[src/rtl/fflk_pkg.sv]
// Shared types, codes and defaults for the fair FIFO reader/writer lock manager.
// Used by every module under rtl; depends on nothing.
package fflk_pkg;

  localparam int QUEUE_DEPTH_DEF = 32;
  localparam int ID_BITS_DEF     = 8;
  localparam int WHO_W           = 8;
  // A release passes at most this many queued readers to the lock.
  localparam int MAX_GRANTS      = 32;

  typedef enum logic [2:0] {
    EV_GRANT    = 3'd0,
    EV_QUEUED   = 3'd1,
    EV_REJECT   = 3'd2,
    EV_QGRANT   = 3'd3,
    EV_RELEASED = 3'd4,
    EV_RELERR   = 3'd5
  } event_t;

  typedef enum logic [1:0] {
    CMD_ACQ_RD = 2'd0,
    CMD_ACQ_WR = 2'd1,
    CMD_REL_RD = 2'd2,
    CMD_REL_WR = 2'd3
  } cmd_kind_t;

  typedef struct packed {
    logic             func;
    logic             reader_kind;
    logic [WHO_W-1:0] requester;
  } req_t;

  typedef struct packed {
    event_t           event_res;
    logic [WHO_W-1:0] who;
    logic             shared;
    logic             last;
  } res_t;

endpackage

[src/rtl/fflk_front.sv]
// Front stage: registers an incoming request beat and decodes it into a command.
// Depends on fflk_pkg; feeds fflk_cmd_queue.
module fflk_front import fflk_pkg::*; #(
  parameter int ID_BITS = ID_BITS_DEF,
  localparam int CMD_W  = ID_BITS + 2
) (
  input  logic             clk,
  input  logic             rst,
  input  logic             req_valid,
  output logic             req_stall,
  input  req_t             req,
  output logic             push_valid,
  output logic [CMD_W-1:0] push_data,
  input  logic             push_full
);

  typedef struct packed {
    cmd_kind_t          kind;
    logic [ID_BITS-1:0] id;
  } cmd_t;

  logic                     cmd_valid;
  cmd_t                     cmd;
  cmd_t                     cmd_next;
  logic [ID_BITS+WHO_W-1:0] req_ext;

  assign req_ext = {{ID_BITS{1'b0}}, req.requester};

  always_comb begin
    cmd_next.id = req_ext[ID_BITS-1:0];
    if (req.func) begin
      cmd_next.kind = req.reader_kind ? CMD_REL_RD : CMD_REL_WR;
    end else begin
      cmd_next.kind = req.reader_kind ? CMD_ACQ_RD : CMD_ACQ_WR;
    end
  end

  assign req_stall  = cmd_valid && push_full;
  assign push_valid = cmd_valid;
  assign push_data  = cmd;

  always_ff @(posedge clk) begin
    if (rst) begin
      cmd_valid <= 1'b0;
    end else if (req_valid && !req_stall) begin
      cmd_valid <= 1'b1;
    end else if (!push_full) begin
      cmd_valid <= 1'b0;
    end
  end

  always_ff @(posedge clk) begin
    if (req_valid && !req_stall) begin
      cmd <= cmd_next;
    end
  end

endmodule

[src/rtl/fflk_cmd_queue.sv]
// Two-entry command queue between the decode front and the lock back end.
// Depends on fflk_pkg for the default of WIDTH (ID_BITS_DEF).
module fflk_cmd_queue import fflk_pkg::*; #(
  parameter int WIDTH = ID_BITS_DEF + 2
) (
  input  logic             clk,
  input  logic             rst,
  input  logic             push_valid,
  input  logic [WIDTH-1:0] push_data,
  output logic             push_full,
  output logic             pop_valid,
  input  logic             pop,
  output logic [WIDTH-1:0] pop_data
);

  logic [WIDTH-1:0] slots [2];
  logic             wr_ptr;
  logic             rd_ptr;
  logic [1:0]       count;
  logic             do_push;
  logic             do_pop;

  assign push_full = (count == 2'd2);
  assign pop_valid = (count != 2'd0);
  assign pop_data  = slots[rd_ptr];
  assign do_push   = push_valid && !push_full;
  assign do_pop    = pop && pop_valid;

  always_ff @(posedge clk) begin
    if (rst) begin
      wr_ptr <= 1'b0;
      rd_ptr <= 1'b0;
      count  <= 2'd0;
    end else begin
      if (do_push) begin
        wr_ptr <= !wr_ptr;
      end
      if (do_pop) begin
        rd_ptr <= !rd_ptr;
      end
      if (do_push && !do_pop) begin
        count <= count + 2'd1;
      end else if (do_pop && !do_push) begin
        count <= count - 2'd1;
      end
    end
  end

  always_ff @(posedge clk) begin
    if (do_push) begin
      slots[wr_ptr] <= push_data;
    end
  end

endmodule

[src/rtl/fflk_back.sv]
// Back end: lock state, ring of waiters in a memory, grant sequencer, result register.
// Depends on fflk_pkg; takes commands from fflk_cmd_queue.
module fflk_back import fflk_pkg::*; #(
  parameter int QUEUE_DEPTH = QUEUE_DEPTH_DEF,
  parameter int ID_BITS     = ID_BITS_DEF,
  localparam int CMD_W      = ID_BITS + 2
) (
  input  logic             clk,
  input  logic             rst,
  input  logic             pop_valid,
  output logic             pop,
  input  logic [CMD_W-1:0] pop_data,
  output logic             res_valid,
  input  logic             res_stall,
  output res_t             res
);

  localparam int IDX_W   = $clog2(QUEUE_DEPTH);
  localparam int CNT_W   = $clog2(QUEUE_DEPTH + 1);
  localparam int SUM_W   = CNT_W + 1;
  localparam int GRANT_W = $clog2(MAX_GRANTS);

  typedef struct packed {
    cmd_kind_t          kind;
    logic [ID_BITS-1:0] id;
  } cmd_t;

  typedef struct packed {
    logic               rd;
    logic [ID_BITS-1:0] id;
  } entry_t;

  typedef enum logic [1:0] {
    S_IDLE,
    S_EXEC,
    S_GRANT
  } state_t;

  state_t             state;
  cmd_t               cur;
  entry_t             ring [QUEUE_DEPTH];
  entry_t             head_entry;
  entry_t             after_entry;
  logic [IDX_W-1:0]   ring_head;
  logic [IDX_W-1:0]   ring_head_next;
  logic [IDX_W-1:0]   ring_tail;
  logic [CNT_W-1:0]   readers_waiting;
  logic [CNT_W-1:0]   writers_waiting;
  logic [7:0]         readers_holding;
  logic               writer_holding;
  logic [GRANT_W-1:0] grants;
  logic [SUM_W-1:0]   waiting_total;
  logic               ring_full;
  logic               out_free;
  logic               advance;
  logic               ring_we;
  entry_t             ring_wdata;
  logic               handoff;
  logic               res_load;

  function automatic logic [IDX_W-1:0] ring_next(input logic [IDX_W-1:0] p);
    return (p == IDX_W'(QUEUE_DEPTH - 1)) ? '0 : p + IDX_W'(1);
  endfunction

  function automatic logic [WHO_W-1:0] to_who(input logic [ID_BITS-1:0] v);
    logic [ID_BITS+WHO_W-1:0] ext;
    ext = {{WHO_W{1'b0}}, v};
    return ext[WHO_W-1:0];
  endfunction

  assign waiting_total = {1'b0, readers_waiting} + {1'b0, writers_waiting};
  assign ring_full     = (waiting_total >= SUM_W'(QUEUE_DEPTH));
  assign out_free      = !res_valid || !res_stall;
  assign pop           = (state == S_IDLE) && pop_valid;
  assign res_load      = ((state == S_EXEC) || (state == S_GRANT)) && out_free;

  // The last holder leaving with waiters behind hands the lock on.
  assign handoff = (((cur.kind == CMD_REL_RD) && (readers_holding == 8'd1) && !writer_holding) ||
                    ((cur.kind == CMD_REL_WR) && writer_holding && (readers_holding == 8'd0))) &&
                   (waiting_total != '0);

  // The head pointer moves only while granting from the ring. Both read ports
  // look at the coming head and are registered, so head_entry and after_entry follow it.
  assign advance        = (state == S_GRANT) && out_free;
  assign ring_head_next = advance ? ring_next(ring_head) : ring_head;

  always_comb begin
    ring_we    = 1'b0;
    ring_wdata = '{rd: 1'b0, id: cur.id};
    if (state == S_EXEC && out_free && !ring_full) begin
      if (cur.kind == CMD_ACQ_RD) begin
        ring_wdata.rd = 1'b1;
        ring_we       = writer_holding || (writers_waiting != '0);
      end else if (cur.kind == CMD_ACQ_WR) begin
        ring_we = writer_holding || (readers_holding != 8'd0);
      end
    end
  end

  always_ff @(posedge clk) begin
    if (ring_we) begin
      ring[ring_tail] <= ring_wdata;
    end
    head_entry  <= ring[ring_head_next];
    after_entry <= ring[ring_next(ring_head_next)];
  end

  always_ff @(posedge clk) begin
    if (rst) begin
      state           <= S_IDLE;
      ring_head       <= '0;
      ring_tail       <= '0;
      readers_waiting <= '0;
      writers_waiting <= '0;
      readers_holding <= 8'd0;
      writer_holding  <= 1'b0;
      grants          <= '0;
      res_valid       <= 1'b0;
    end else begin
      if (res_load) begin
        res_valid <= 1'b1;
      end else if (!res_stall) begin
        res_valid <= 1'b0;
      end
      ring_head <= ring_head_next;
      if (ring_we) begin
        ring_tail <= ring_next(ring_tail);
      end
      unique case (state)
        S_IDLE: begin
          if (pop_valid) begin
            cur   <= cmd_t'(pop_data);
            state <= S_EXEC;
          end
        end
        S_EXEC: begin
          if (out_free) begin
            res.who       <= to_who(cur.id);
            res.shared    <= (cur.kind == CMD_ACQ_RD) || (cur.kind == CMD_REL_RD);
            res.last      <= !handoff;
            grants        <= '0;
            state         <= handoff ? S_GRANT : S_IDLE;
            unique case (cur.kind)
              CMD_ACQ_RD: begin
                if (ring_full) begin
                  res.event_res <= EV_REJECT;
                end else if (!writer_holding && writers_waiting == '0) begin
                  if (readers_holding == 8'hFF) begin
                    res.event_res <= EV_REJECT;
                  end else begin
                    readers_holding <= readers_holding + 8'd1;
                    res.event_res   <= EV_GRANT;
                  end
                end else begin
                  readers_waiting <= readers_waiting + CNT_W'(1);
                  res.event_res   <= EV_QUEUED;
                end
              end
              CMD_ACQ_WR: begin
                if (ring_full) begin
                  res.event_res <= EV_REJECT;
                end else if (!writer_holding && readers_holding == 8'd0) begin
                  writer_holding <= 1'b1;
                  res.event_res  <= EV_GRANT;
                end else begin
                  writers_waiting <= writers_waiting + CNT_W'(1);
                  res.event_res   <= EV_QUEUED;
                end
              end
              CMD_REL_RD: begin
                if (readers_holding == 8'd0) begin
                  res.event_res <= EV_RELERR;
                end else begin
                  readers_holding <= readers_holding - 8'd1;
                  res.event_res   <= EV_RELEASED;
                end
              end
              CMD_REL_WR: begin
                if (!writer_holding) begin
                  res.event_res <= EV_RELERR;
                end else begin
                  writer_holding <= 1'b0;
                  res.event_res  <= EV_RELEASED;
                end
              end
              default: begin
                res.event_res <= EV_RELERR;
              end
            endcase
          end
        end
        S_GRANT: begin
          if (out_free) begin
            res.event_res <= EV_QGRANT;
            res.who       <= to_who(head_entry.id);
            res.shared    <= head_entry.rd;
            if (!head_entry.rd) begin
              writer_holding  <= 1'b1;
              writers_waiting <= writers_waiting - CNT_W'(1);
              res.last        <= 1'b1;
              state           <= S_IDLE;
            end else begin
              readers_waiting <= readers_waiting - CNT_W'(1);
              readers_holding <= readers_holding + 8'd1;
              grants          <= grants + GRANT_W'(1);
              // The run of readers ends at a writer, at the last reader waiting,
              // or when the beat count for one release is used up.
              if (readers_waiting == CNT_W'(1) || !after_entry.rd ||
                  grants == GRANT_W'(MAX_GRANTS - 1)) begin
                res.last <= 1'b1;
                state    <= S_IDLE;
              end else begin
                res.last <= 1'b0;
              end
            end
          end
        end
        default: begin
          state <= S_IDLE;
        end
      endcase
    end
  end

endmodule

[src/rtl/fifo_fair_reader_writer_lock.sv]
// Top level of the fair FIFO reader/writer lock manager.
// Depends on fflk_pkg, fflk_front, fflk_cmd_queue and fflk_back.
//
// Usage:
//   The req channel takes one acquire or release beat (func, reader_kind,
//   requester) per handshake; a beat is taken when req_valid is high and
//   req_stall is low. The res channel returns result beats (event_res, who,
//   shared, last) under the same valid/stall rule; last marks the final
//   beat caused by one request.
//   An acquire gives one beat. A release gives a released or error beat,
//   then one queued-grant beat per waiter handed the lock, in ring order.
//   A request beat is held in the front register, the command queue and the
//   back end's command register before its first result beat is loaded.
//   The back end takes a new command only when idle; a release grants its
//   queued waiters one per cycle from the ring memory while res_stall is low.
//   Reset: the lock is free and the ring empty; no clearing pass is needed,
//   so requests are taken as soon as reset is released.
//   When res_stall is high the result register holds its beat and the back
//   end waits; the two-entry command queue and the front register then fill
//   and req_stall rises.
module fifo_fair_reader_writer_lock import fflk_pkg::*; #(
  parameter int QUEUE_DEPTH = QUEUE_DEPTH_DEF,
  parameter int ID_BITS     = ID_BITS_DEF
) (
  input  logic clk,
  input  logic rst,
  input  logic req_valid,
  output logic req_stall,
  input  req_t req,
  output logic res_valid,
  input  logic res_stall,
  output res_t res
);

  localparam int CMD_W = ID_BITS + 2;

  logic             push_valid;
  logic [CMD_W-1:0] push_data;
  logic             push_full;
  logic             pop_valid;
  logic             pop;
  logic [CMD_W-1:0] pop_data;

  fflk_front #(
    .ID_BITS (ID_BITS)
  ) u_front (
    .clk        (clk),
    .rst        (rst),
    .req_valid  (req_valid),
    .req_stall  (req_stall),
    .req        (req),
    .push_valid (push_valid),
    .push_data  (push_data),
    .push_full  (push_full)
  );

  fflk_cmd_queue #(
    .WIDTH (CMD_W)
  ) u_queue (
    .clk        (clk),
    .rst        (rst),
    .push_valid (push_valid),
    .push_data  (push_data),
    .push_full  (push_full),
    .pop_valid  (pop_valid),
    .pop        (pop),
    .pop_data   (pop_data)
  );

  fflk_back #(
    .QUEUE_DEPTH (QUEUE_DEPTH),
    .ID_BITS     (ID_BITS)
  ) u_back (
    .clk       (clk),
    .rst       (rst),
    .pop_valid (pop_valid),
    .pop       (pop),
    .pop_data  (pop_data),
    .res_valid (res_valid),
    .res_stall (res_stall),
    .res       (res)
  );

endmodule
[config.mk]
export PLATFORM = sky130hd
export DESIGN_NAME = fifo_fair_reader_writer_lock
export DESIGN_NICKNAME = d
export VERILOG_FILES = /design/src/rtl/fflk_pkg.sv /design/src/rtl/fflk_front.sv /design/src/rtl/fflk_cmd_queue.sv /design/src/rtl/fflk_back.sv /design/src/rtl/fifo_fair_reader_writer_lock.sv
export SDC_FILE = /design/constraint.sdc
export NUM_CORES = 1
export LEC_CHECK = 0
export BUFFER_PORTS_ARGS = -buffer_cell sky130_fd_sc_hd__clkbuf_2
export CELL_PAD_IN_SITES_DETAIL_PLACEMENT = 0
export CELL_PAD_IN_SITES_GLOBAL_PLACEMENT = 2
export CORE_UTILIZATION = 40
export CTS_CLUSTER_DIAMETER = 200
export DETAILED_ROUTE_END_ITERATION = 10
export HOLD_SLACK_MARGIN = 0.12
export PLACE_DENSITY = 0.65
export SLEW_MARGIN = 20
export SYNTH_ARGS = -nofsm -noshare
export SYNTH_HDL_FRONTEND = slang
export SYNTH_SLANG_ARGS = --single-unit
[constraint.sdc]
create_clock -name clk -period 6.73 [get_ports clk]
set_input_delay 1.346 -clock clk [delete_from_list [all_inputs] [get_ports clk]]
set_output_delay 1.346 -clock clk [all_outputs]
set_load 0.01 [all_outputs]
# --- After elaboration in Yosys (flattened, before gate mapping) ---
# Memory sizes are Yosys's and may differ from the RTL's. A register that Yosys moved wholly into a read port is not among the register bits.
# Cells that the tools add are included.
op_classes:
  bitwise: 1
  muxes: 76
  magnitude_cmp: 1
  eq_ne: 34
  reduce_logical: 56
  addsub: 13
op_table:
  columns: ["cell", "count"]
  rows:
  - ["6-bit two-way mux", 12]
  - ["8-bit two-way mux", 7]
  - ["5-bit two-way mux", 7]
  - ["8-bit case mux with 2 select lines", 2]
  - ["13-bit two-way mux", 2]
  - ["13-bit case mux with 2 select lines", 1]
  - ["1-bit two-way mux", 25]
  - ["6-bit case mux with 2 select lines", 2]
  - ["2-bit two-way mux", 11]
  - ["3-bit inequality test (second input constant)", 7]
  - ["7-bit AND reduction", 3]
  - ["5-bit by 1-bit adder with 5-bit output (second input constant)", 4]
  - ["5-bit equality test (second input constant)", 4]
  - ["1-bit logical AND", 18]
  - ["2-bit inequality test (second input constant)", 7]
  - ["6-bit by 1-bit adder with 6-bit output (second input constant)", 2]
  - ["1-bit logical NOT", 12]
  - ["3-bit case mux with 4 select lines", 1]
  - ["4-bit AND reduction", 3]
  - ["6-bit by 1-bit subtractor with 6-bit output (second input constant)", 2]
  - ["2-bit by 1-bit inequality test with 1-bit output (second input constant)", 5]
  - ["5-bit case mux with 2 select lines", 1]
  - ["9-bit AND reduction", 1]
  - ["8-bit by 1-bit adder with 8-bit output (second input constant)", 1]
  - ["24 further kinds", 41]
word_totals:
  mem_bits_rw: 308
  memories: 2
  output_inout_bits: 15
  regBits: 67
memory_table:
  columns: ["name", "depth", "word_bits", "read_ports", "rd_clocked_by_memory_dff", "wr", "line", "text"]
  rows:
  - ["u_back.ring", 32, 9, 2, 2, 1, "fflk_back.sv:41", "entry_t ring [QUEUE_DEPTH];"]
  - ["u_queue.slots", 2, 10, 1, 1, 1, "fflk_cmd_queue.sv:16", "logic [WIDTH-1:0] slots [2];"]

# --- Longest topological paths before layout ---
# Gate-level depths: netlist of the first run.
depth:
  ltp_word: 8
  ltp_mapped: 23
  mapped_depth_nobuf: 19

# --- Modules after synthesis ---
# Synthesis of the first run repeated with hierarchy kept, for this count alone.
unflattened:
  cells_unflattened: 1064
  hier_area_um2: 16597.2
modules_own_cells:
  columns: ["module", "n_inst", "area_each_um2", "cells_each", "seq_area_each_um2"]
  rows:
  - ["fflk_back", 1, 15308.4, 992, 10319.9]
  - ["fflk_cmd_queue", 1, 938.4, 56, 700.7]
  - ["fflk_front", 1, 350.3, 16, 320.3]

# --- Worst setup path after synthesis of the first run ---
# Ideal clock, no wire load.
synth_timing:
  kind: "input -> register"
  start: "in res_stall"
  end: "reg, netlist name u_back.after_entry[8]"
  path_buffers: 3
  arrival_ns: 5.040
  setup_time_ns: 0.070
  path_slack_ns: 1.620
  stages: 18
  cell_sequence: "a21boi_4 -> mux2i_1 -> buf_2 -> buf_1 -> inv_1 -> ha_1 -> nand4bb_1 -> mux2i_1 -> nor2_1 -> nor2_1 -> ha_1 -> or2_2 -> mux2i_1 -> buf_2 -> o22ai_1 -> mux4_2 -> mux2_2 -> o2bb2ai_1"
synth_between:
  elab_chain_len: 6
  elab_cells_between_ends: 7
  classes_between: "add/sub: 1; eq/ne: 1; mux: 2; reduce/logical: 3"
synth_lines:
  columns: ["element", "line", "text"]
  rows:
  - ["start: declaration", "fifo_fair_reader_writer_lock.sv:31", "input logic res_stall,"]
  - ["1-bit logical NOT (*)", "fflk_back.sv:73", "assign out_free = !res_valid || !res_stall;"]
  - ["1-bit logical OR (*)", "fflk_back.sv:73", null]
  - ["1-bit logical AND (*)", "fflk_back.sv:84", "assign advance = (state == S_GRANT) && out_free;"]
  - ["5-bit two-way mux (*)", "fflk_back.sv:85", "assign ring_head_next = advance ? ring_next(ring_head) : ring_head;"]
  - ["via u_back.ring_head_next[1]", "fflk_back.sv:45", "logic [IDX_W-1:0] ring_head_next;"]
  - ["5-bit by 1-bit adder with 5-bit output / 5-bit equality test (equally long branches)", "fflk_back.sv:62", "return (p == IDX_W'(QUEUE_DEPTH - 1)) ? '0 : p + IDX_W'(1);"]
  - ["5-bit two-way mux (*)", "fflk_back.sv:62", null]
# Mark *: on every way through the listed nets, which the timed path passes. The rest lies on a longest branch.
# A chain may end at the register's enable or synchronous reset.

# --- Worst setup path in the final report of the first run ---
layout_timing:
  start: "reg u_back.writers_waiting[0]"
  end: "mem u_back.ring[18][4] (netlist bit) (enable)"
layout_between:
  elab_chain_len: 7
  elab_cells_between_ends: 10
  classes_between: "add/sub: 1; order compare: 1; mux: 4; reduce/logical: 4"
layout_lines:
  columns: ["element", "line", "text"]
  rows:
  - ["start: declaration", "fflk_back.sv:48", "logic [CNT_W-1:0] writers_waiting;"]
  - ["start signal: assignment", "fflk_back.sv:166", "writers_waiting <= writers_waiting + CNT_W'(1);"]
  - ["start signal: assignment", "fflk_back.sv:199", "writers_waiting <= writers_waiting - CNT_W'(1);"]
  - ["6-bit by 6-bit adder with 7-bit output", "fflk_back.sv:71", "assign waiting_total = {1'b0, readers_waiting} + {1'b0, writers_waiting};"]
  - ["7-bit by 6-bit >= comparator with 1-bit output", "fflk_back.sv:72", "assign ring_full = (waiting_total >= SUM_W'(QUEUE_DEPTH));"]
  - ["1-bit logical NOT", "fflk_back.sv:90", "if (state == S_EXEC && out_free && !ring_full) begin"]
  - ["1-bit logical AND", "fflk_back.sv:90", null]
  - ["1-bit two-way mux (*)", "fflk_back.sv:90", null]
  - ["1-bit two-way mux (*)", "fflk_back.sv:101", "if (ring_we) begin"]
  - ["1-bit two-way mux (not written as such) (*)", "fflk_back.sv:102", "ring[ring_tail] <= ring_wdata;"]
  - ["end: declaration", "fflk_back.sv:41", null]
# Every way passes the cells marked *; elsewhere a longest branch is shown, timed or not.

==> impl_metrics.csv, run 1 <==
group,metric,value,unit
cts,numCtsBuffers,45,
sta,period_share,70.37,%
cts,path_clk_slew,60,ps
synthesis,synth_area_leaders,"edfxtp_1 57%, mux4_2 12%, dfxtp_1 6.1%",
place,hpwl,27.84,mm
synthesis,yosys_warnings,0,
power_and_ir_drop,p_per_area,310.4,nW/um2
synthesis,syn_nets,1183,
power_and_ir_drop,ir_worst_vdd,0.2013,mV
synthesis,synthTopCellsByCount,"341 x edfxtp_1, 98 x nor2_1, 92 x mux2i_1, 92 x mux4_2",
route,routedWlPerCell,24.49,um
power_and_ir_drop,p_leak,7.030,nW
synthesis,postSynth.asyncResetShare,0,%
place,post-place-ws,1607,ps
setup_path,critPathCaptureType,"register",
cts,clkLatencyLatePin,590,ps
finish,layout-drive-gt1-share,21.88,%
floorplanning,start_util,40.93,%
finish,layout.nets,1226,
cts,cts_sinks,395,
synthesis,synth_top_area_cell,"edfxtp_1",
sta,clock.fmax,0.2112,GHz
synthesis,synth.most_common_cell,"edfxtp_1",
grt,grt_pass1_vias,10110,
route,num_vias,10080,
floorplanning,die-area,45410,um2
place,place_area,18660,um2
route,drc,0,
cts,h-tree-depth,2,
route,viasPerCell,5.597,
route,wl,44.11,mm
cts,cts-hold-fix-buffers,0,
floorplanning,rows,76,
synthesis,netlist_instances,1136,
cts,clockBufferDepth,3,
floorplanning,ios,29,
setup_path,cp.arrival,4910,ps
sta,tns,0,ps
place,gp_congestion,0.7910,
sta,rsz0062_at_grt,"false",
setup_path,crit_type,"register to register",
sta,final.setup.worst_slack,1994,ps
sta,finalCriticalPeriod,4736,ps
cts,root_buffer,"clkbuf_16",
sta,drv_slew,0,
sta,relSlewSlack,25.15,%
grt,grt_pass1_wl,65.68,mm
place,port_buffers,28,
sta,hold_viol_final,0,
finish,syn_to_final_growth,13.30,%
route,drt_iter0_drc,751,
finish,fin_area,20200,um2
floorplanning,core,43550,um2
floorplanning,die_y,213.1,um
status,status,"finished clean",
synthesis,synthFlopType,"edfxtp_1",
route,drt_first_pass_iters,5,
finish,antenna-diode-count,0,
setup_path,cp_max_fo,9,
route,drtAntennaViolNets,0,
grt,grt_use_total,20.16,%
min_path,hp-class,"register to register",
cts,cts_resized,0,
setup_path,required,6910,ps
synthesis,seq_area_frac_synth,63.51,%
synthesis,synth_top_area_share,57.44,%
cts,cts_setup_buffers,0,
sta,fin_worst_skew,29.25,ps
sta,hold_ws,442.2,ps
grt,antenna_found_initial,2,
sta,tightest_slew,1119,ps
flow_run,cap_violations,0,
synthesis,syn_avg_cell_area,15.69,um2
setup_path,start_kind,"register",
sta,finalSetupViolations,0,
synthesis,yosysUniqueCellTypes,67,
synthesis,syn-cell-area,17830,um2
synthesis,synth-seq-cells,395,
floorplanning,fp.dieW,213.1,um
synthesis,synth_edf_count,341,
grt,gr-total-overflow,0,
grt,grt_max_degree,57,
cts,tritoncts,"built",
finish,fin_util,46.37,%
-- final timing paths --
check	from	end	slack (ps)	cells past startpoint
max reg2reg	u_back.writers_waiting[0]	u_back.ring[18][4]	1990	9
min reg2reg	u_front.push_data[9]	u_queue.slots[1][9]	440	0
min	u_front.push_data[9]	u_queue.slots[1][9]	440	0
max	u_back.writers_waiting[0]	u_back.ring[18][4]	1990	9
-- critical path, stage by stage (launching register included) --
cell       delay, ps
dfxtp_1          390
ha_1             270
fa_1             460
a21o_1           200
a21oi_1          210
and4bb_2         330
o2111ai_1        450
nor2_1           630
nand2_1          420
nor2_1           970
-- layout by cell type (no fill, tap or decap), types with 5 or more instances in the layout --
master,n
clkbuf_2,28
a221oi_1,9
clkinv_2,8
dfxtp_1,53
xor2_1,6
nand2b_1,5
clkbuf_16,45
edfxtp_1,341
mux2i_1,91
a211o_1,10
nor2b_1,6
clkinv_1,8
nand3b_1,5
xnor2_1,17
o21ai_0,21
nor3_1,8
ha_1,31
mux2_2,21
a2bb2oi_1,9
inv_1,17
a22oi_1,21
buf_4,29
nor2_1,95
bufinv_16,7
nand2_1,51
mux4_2,92
a211oi_1,8
a31oi_1,5
nand3_1,8
clkbuf_1,9
a31o_2,5
a21oi_1,53
and3_1,7
-- logic make-up (layout without fill, tap and decap cells) --
| kind of cell | Yosys count | after routing | synth area share, % |
|---|---|---|---|
| buffers and inverters | 80 | 160 | 2.035 |
| and+or+nand+nor | 222 | 222 | 5.875 |
| xor gates and xnor gates | 23 | 23 | 1.130 |
| adders and majority gates | 33 | 33 | 2.401 |
| muxes | 206 | 206 | 18.24 |
| AOI/OAI and AO/OA | 177 | 177 | 6.808 |
| DFF | 395 | 395 | 63.51 |
-- per-layer routing --
layer	track usage [%]	wire, um
met5	0.2225	0
met4	5.979	861
met3	3.589	2483
met2	31.46	20440
met1	28.70	20330
-- per-stage QoR --
step / std cells / total power [W]
after floorplan: 1136 / 0.003501
after global placement: 1717 / 0.003801
after detailed placement: 1717 / 0.003806
after CTS: 1801 / 0.006341
after global routing: 1801 / 0.006522
final: 1801 / 0.006269
-- power breakdown --
group,internal [W],switching (W)
logic,0.000283,0.000506
registers,0.00285,0.000112
clock network,0.00154,0.000986
-- area by class of cell --
type | instances | area, um2
clock buffers | 57 | 1201
clock inverters | 27 | 332.8
fillers | 3813 | 23350
inverters | 19 | 73.82
multi-input cells | 661 | 6177
flip-flops and latches | 395 | 11320
well taps | 585 | 732.0
repair buffers | 57 | 357.8
-- flip-flops by register name (all words and copies together) (netlist names), 2 cells and up --
name / count
u_back.ring: 288
u_back.state: 2
u_queue.slots: 20
u_back.readers_waiting: 6
u_back.writers_waiting: 6
u_back.readers_holding: 8
u_back.ring_tail: 5
u_back.cur: 10
u_queue.count: 2
u_back.res: 13
u_back.ring_head: 5
u_back.grants: 5
u_front.push_data: 10
u_back.head_entry: 9
(Power assumes the default switching activity.)
==> run 2, diff against run 1 <==
- clock period: 6.73 -> 4.7 ns (I/O delays scaled with it)
==> run 2 against run 1 <==
First-iteration DRC count down 10%. Cell area up 0.64%. Critical path depth up 10. Highest routed layer unchanged. Critical endpoint is now u_back.after_entry[8]. Largest power group unchanged. Wire length down 3.6%.
==> impl_metrics.csv, run 2 (synthesis gave the netlist of run 1 again) <==
group,metric,value,unit
floorplanning,die_y,213.1,um
route,wl,42.50,mm
finish,syn_to_final_growth,14.03,%
power_and_ir_drop,clkPwrFrac,37.7,%
setup_path,rr_endpoint,"u_back.after_entry[8]",
place,hpwl,26.50,mm
grt,antenna_found_initial,2,
status,status,"finished clean",
route,drt_first_pass_iters,5,
route,drt_iter0_drc,676,
cts,cts_setup_buffers,0,
cts,path_clk_slew,60,ps
setup_path,critPathCaptureType,"register",
setup_path,ff2ff_path_depth,19,
sta,hold_viol_final,0,
finish,layout_commonest_cell,"edfxtp_1",
sta,fin_worst_skew,26.33,ps
cts,clockBufferDepth,3,
finish,layout-drive-gt1-share,23.84,%
setup_path,crit_type,"register to register",
grt,grt_pass1_vias,10220,
cts,cts_sinks,395,
power_and_ir_drop,ir_worst_vdd,0.3161,mV
floorplanning,core,43550,um2
power_and_ir_drop,p_leak,7.162,nW
floorplanning,die-area,45410,um2
sta,finalCriticalPeriod,4215,ps
finish,fin_util,46.67,%
sta,tightest_slew,1013,ps
sta,rsz0062_at_grt,"false",
setup_path,cp_max_fo,13,
sta,relSlewSlack,32.20,%
setup_path,start_kind,"register",
route,drtAntennaViolNets,0,
cts,root_buffer,"clkbuf_16",
cts,cts-hold-fix-buffers,0,
power_and_ir_drop,p_switching,0.002262,W
min_path,holdCritStartpoint,"u_front.push_data[9]",
finish,largestRegisters,"u_back.ring: 288 flops, u_queue.slots: 20 flops, u_back.res: 13 flops",
floorplanning,ios,29,
place,gp_congestion,0.7867,
cts,clkLatencyLatePin,580,ps
sta,clock.fmax,0.2372,GHz
grt,grt_max_degree,79,
setup_path,required,5200,ps
min_path,hold_depth,0,
floorplanning,fp.dieW,213.1,um
min_path,hp-class,"register to register",
finish,top_register,"u_back.ring",
power_and_ir_drop,p_per_area,423.7,nW/um2
grt,gr-total-overflow,0,
power_and_ir_drop,comb_power_share,13.3,%
flow_run,cap_violations,0,
route,routedWlPerCell,23.15,um
finish,largest_reg_flops,288,
place,port_buffers,28,
sta,finalSetupViolations,0,
route,drc,0,
finish,final_cell_mix,"341 x edfxtp_1, 97 x nor2_1, 92 x mux4_2, 91 x mux2i_1, 67 x buf_4",
min_path,min_to,"u_queue.slots[0][9]",
power_and_ir_drop,switching_share,26.26,%
floorplanning,rows,76,
grt,grt_pass1_wl,63.96,mm
cts,h-tree-depth,2,
sta,tns,0,ps
route,num_vias,10040,
floorplanning,start_util,40.93,%
power_and_ir_drop,seq_power_share,49.0,%
cts,cts_resized,0,
setup_path,r2r-start,"u_back.ring_head[0]",
cts,tritoncts,"built",
sta,drv_slew,0,
cts,numCtsBuffers,43,
setup_path,rrSetupSlack,480,ps
power_and_ir_drop,internal-power,0.006351,W
setup_path,cp.arrival,4720,ps
sta,period_share,89.69,%
finish,layout.nets,1263,
route,viasPerCell,5.469,
grt,grt_use_total,19.41,%
[run 2: routing by layer]
layer	share of wire (%)	up-vias	track usage [%]
li1	-	4679	-
met5	0	-	0
met3	4.1	60	2.574
met4	2.3	0	6.028
met2	46	194	30.27
met1	48	5108	28.20
[run 2: power groups by stage]
stage | Sequential, W | Combinational (W) | Clock, W
floorplan | 0.00429 | 0.000722 | 0
global placement | 0.00430 | 0.00115 | 0
detailed placement | 0.00430 | 0.00115 | 0
CTS | 0.00422 | 0.00116 | 0.00335
global route | 0.00424 | 0.00127 | 0.00347
finish | 0.00422 | 0.00114 | 0.00325
[run 2: layout make-up]
cell class,count,area (um2)
fillers,3889,23220
flip-flops and latches,395,11320
multi-input cells,661,6168
clock buffers,48,1095
well taps,585,732.0
repair buffers,96,663.1
clock inverters,31,270.3
inverters,19,73.82
diodes,1,2.502
[run 2: worst max path at each step]
| stage | start | to | slack (ps) | depth (start not counted) |
|---|---|---|---|---|
| final | u_back.ring_head[0] | u_back.after_entry[8] | 480 | 19 |
| after global routing | u_back.ring_head[0] | u_back.after_entry[8] | 160 | 19 |
| after CTS | u_back.ring_head[0] | u_back.after_entry[8] | 490 | 19 |
| after detailed placement | res_stall | u_back.after_entry[8] | 360 | 17 |
| after global placement | res_stall | u_back.after_entry[8] | 420 | 17 |
| after floorplan | res_stall | u_back.after_entry[8] | 130 | 18 |
[run 2: worst max-delay path, cell delays in order (launching register included)]
cell and delay [ps]:
dfxtp_1 470, ha_1 320, and3_1 190, ha_1 340
nor2_1 130, mux2i_4 190, inv_4 60, ha_1 220
nand4bb_1 110, mux2i_1 100, nor2_1 100, nor2_1 50
ha_1 230, or2_2 280, mux2i_1 120, buf_4 220
o22ai_1 100, mux4_2 490, mux2_2 280, o2bb2ai_1 130
[run 2: stage by stage]
step,power (W),area [um2],instances,hold WS (ps),setup slack (ps)
finish,0.008613,20330,1836,445.9,484.6
floorplan,0.005013,17830,1136,421.5,132.2
CTS,0.008735,20320,1835,445.2,487.8
detailed placement,0.005451,18960,1756,431.3,361.1
global placement,0.005446,18960,1756,426.2,419.4
global route,0.008984,20320,1835,457.0,158.4
==> run 3, diff against run 2 <==
- ABC_AREA: unset -> 1
- PLACE_DENSITY: 0.65 -> 0.73
==> run 3 against run 2 <==
Worst setup slack improved by 500 ps. Combinational power rose by 46%. Clock power rose by 6.8%. Largest power group unchanged.
==> impl_metrics.csv, run 3 <==
group,metric,value,unit
route,num_vias,12340,
floorplanning,core,44220,um2
route,routedWlPerCell,19.68,um
sta,tightest_slew,1092,ps
synthesis,synthTopCellsByCount,"502 x nand2_1, 341 x edfxtp_1, 202 x nand3_1",
grt,antenna_found_initial,0,
cts,path_clk_slew,60,ps
power_and_ir_drop,ir_worst_vdd,0.2628,mV
setup_path,required,5160,ps
grt,gr-total-overflow,0,
setup_path,crit_start,"u_back.state[0]",
finish,antenna-diode-count,0,
finish,finalNonFillerCells,2439,
place,gp_congestion,0.8579,
synthesis,synth_edf_count,341,
setup_path,path_cells,"inv_1 -> ha_1 -> nand2_4 -> inv_1 -> or2_2 -> o21ai_0 -> clkinv_1 -> ha_1 -> inv_1 -> nand3_1 -> o21ai_0 -> nand3_1 -> nand3_1 -> nand2_1 -> nand2_1 -> nand2_1",
finish,layout.nets,1863,
finish,seq_area,11320,um2
setup_path,cp.arrival,4170,ps
sta,period_share,79.06,%
power_and_ir_drop,internal-power,0.006750,W
min_path,hp-class,"register to register",
cts,numCtsBuffers,44,
finish,final_cell_mix,"500 x nand2_1, 341 x edfxtp_1, 202 x nand3_1, 176 x nor2_1, 137 x inv_1",
power_and_ir_drop,p_switching,0.002782,W
setup_path,critPathCaptureType,"register",
place,placedCellCount,2362,
setup_path,rrSetupSlack,980,ps
finish,top_register,"u_back.ring",
power_and_ir_drop,seq_power_share,46.2,%
grt,use_met3,3.354,%
cts,cts_resized,0,
synthesis,yosys.area_share.simple,21.86,%
route,drt_iter0_drc,822,
synthesis,syn_avg_cell_area,9.968,um2
sta,fin_worst_skew,12.53,ps
floorplanning,die_y,213.6,um
setup_path,crit_end,"u_back.after_entry[8]",
finish,final.fill_count,4264,
sta,drv_slew,0,
setup_path,start_kind,"register",
status,status,"finished clean",
synthesis,synth-seq-cells,395,
synthesis,synth.most_common_cell,"nand2_1",
power_and_ir_drop,switching_share,29.19,%
cts,clkLatencyLatePin,570,ps
cts,h-tree-depth,2,
sta,hold_viol_final,0,
grt,gr-usage-met1,28.60,%
setup_path,ff2ff_path_depth,16,
finish,layout_commonest_cell,"nand2_1",
place,hpwl,30.81,mm
floorplanning,die-area,45630,um2
setup_path,max_stage_delay,510,ps
synthesis,netlist_instances,1797,
sta,finalCriticalPeriod,3716,ps
synthesis,yosysUniqueCellTypes,44,
route,wl,48.00,mm
place,place_area,18620,um2
power_and_ir_drop,p_leak,7.987,nW
route,drtAntennaViolNets,0,
cts,root_buffer,"clkbuf_16",
sta,clock.fmax,0.2691,GHz
finish,layout-drive-gt1-share,7.688,%
synthesis,postSynth.asyncResetShare,0,%
cts,tritoncts,"built",
synthesis,synth_top_area_cell,"edfxtp_1",
synthesis,seq_area_frac_synth,63.20,%
synthesis,syn-cell-area,17910,um2
grt,use_met2,36.55,%
setup_path,critPathSlowestCell,"nand3_1",
finish,fin_area,20070,um2
cts,clockBufferDepth,3,
route,drc,0,
finish,largest_reg_flops,288,
route,viasPerCell,5.057,
floorplanning,rows,77,
setup_path,r2r-start,"u_back.state[0]",
sta,tns,0,ps
synthesis,synth_compound_area_share,5.986,%
floorplanning,ios,29,
finish,fin_util,45.38,%
synthesis,synth.area.mux_share,0,%
synthesis,synth_xor_area_share,1.320,%
grt,grt_pass1_vias,12200,
synthesis,synth_top_area_share,57.17,%
sta,rsz0062_at_grt,"false",
synthesis,yosys_warnings,0,
finish,syn_to_final_growth,12.03,%
grt,grt_pass1_wl,73.12,mm
synthesis,synthAdderAreaFrac,2.389,%
setup_path,rr_endpoint,"u_back.after_entry[8]",
power_and_ir_drop,clkPwrFrac,36.4,%
grt,busiest_layer,"met2",
flow_run,cap_violations,0,
synthesis,synth_top_family_by_area,"simple AND/OR/NAND/NOR gates",
cts,cts-hold-fix-buffers,0,
setup_path,crit_type,"register to register",
grt,grt_max_degree,200,
sta,hold_ws,442.2,ps
route,drt_first_pass_iters,7,
synthesis,synthFlopType,"edfxtp_1",
setup_path,cp_max_fo,16,
sta,relSlewSlack,27.20,%
power_and_ir_drop,p_per_area,475.0,nW/um2
floorplanning,fp.dieW,213.6,um
grt,grt_use_total,21.70,%
synthesis,synth_area_leaders,"edfxtp_1 57%, nand2_1 11%, dfxtp_1 6.0%",
synthesis,syn_nets,1844,
floorplanning,start_util,40.51,%
place,port_buffers,28,
finish,multi_input_area,5687,um2
cts,cts_sinks,395,
finish,largestRegisters,"u_back.ring: 288 flops, u_queue.slots: 20 flops, u_back.res: 13 flops",
sta,finalSetupViolations,0,
cts,cts_setup_buffers,0,
power_and_ir_drop,comb_power_share,17.4,%
## run 3: changes by cell type in the layout (fill, tap and decap cells not counted), sizes merged, moves of 19 or more
cell	previous run	this run
a22oi	21	1
buf	68	20
inv	19	144
mux2	21	0
mux2i	93	0
mux4	92	0
nand2	51	513
nand3	8	203
nor2	98	179
o211ai	4	23
o21ai	21	93
## run 3: power by group through the flow
stage | clock, W | combinational, W | sequential (W)
detailed placement | 0 | 0.00167 | 0.00449
finish | 0.00347 | 0.00166 | 0.00441
global route | 0.00368 | 0.00186 | 0.00444
global placement | 0 | 0.00167 | 0.00449
floorplan | 0 | 0.00111 | 0.00441
CTS | 0.00356 | 0.00168 | 0.00441
## run 3: cell families after synthesis
logic type	after synthesis
AND/OR/NAND/NOR	926
flip-flops	395
buffers and inverters	221
AO/OA/AOI/OAI	195
adder cells (fa/ha/maj)	33
XOR/XNOR	27
## run 3: cell type report
class / count / area share, %
clock inverter: 19 / 1.309
tap: 592 / 3.691
multi-input combinational: 1181 / 28.34
sequential: 395 / 56.42
inverter: 146 / 2.762
timing repair buffer: 48 / 1.634
clock buffer: 58 / 5.849
## run 3: per-stage QoR
stage,setup slack [ps],total power (W)
after floorplan,856.6,0.005524
after global placement,770.5,0.006156
after detailed placement,732.2,0.006157
after CTS,971.4,0.009649
after global routing,437.7,0.009986
final,984.2,0.009532
## run 3: layer usage
layer | up-vias | part of all wire (%)
li1 | 6124 | -
met1 | 5905 | 45
met2 | 226 | 48
met3 | 80 | 3.8
met4 | 0 | 2.9
met5 | - | 0
## run 3: worst min-delay path by stage
stage,from,to,slack [ps],cells past startpoint
finish,u_front.push_data[4],u_queue.slots[0][4],440,0
global route,u_front.push_data[4],u_queue.slots[0][4],460,0
CTS,u_front.push_data[4],u_queue.slots[0][4],440,0
detailed placement,u_front.push_data[4],u_queue.slots[0][4],430,0
global placement,u_front.push_data[1],u_queue.slots[0][1],430,0
floorplan,u_front.push_data[0],u_queue.slots[0][0],420,0
## run 3: critical path: cells and delay by family (launching register included)
family / cells / cell delay [ps]
and+or+nand+nor: 8 / 1330
buffers and inverters: 4 / 740
AOI/OAI and AO/OA: 2 / 460
DFF: 1 / 330
adders and majority gates: 2 / 720
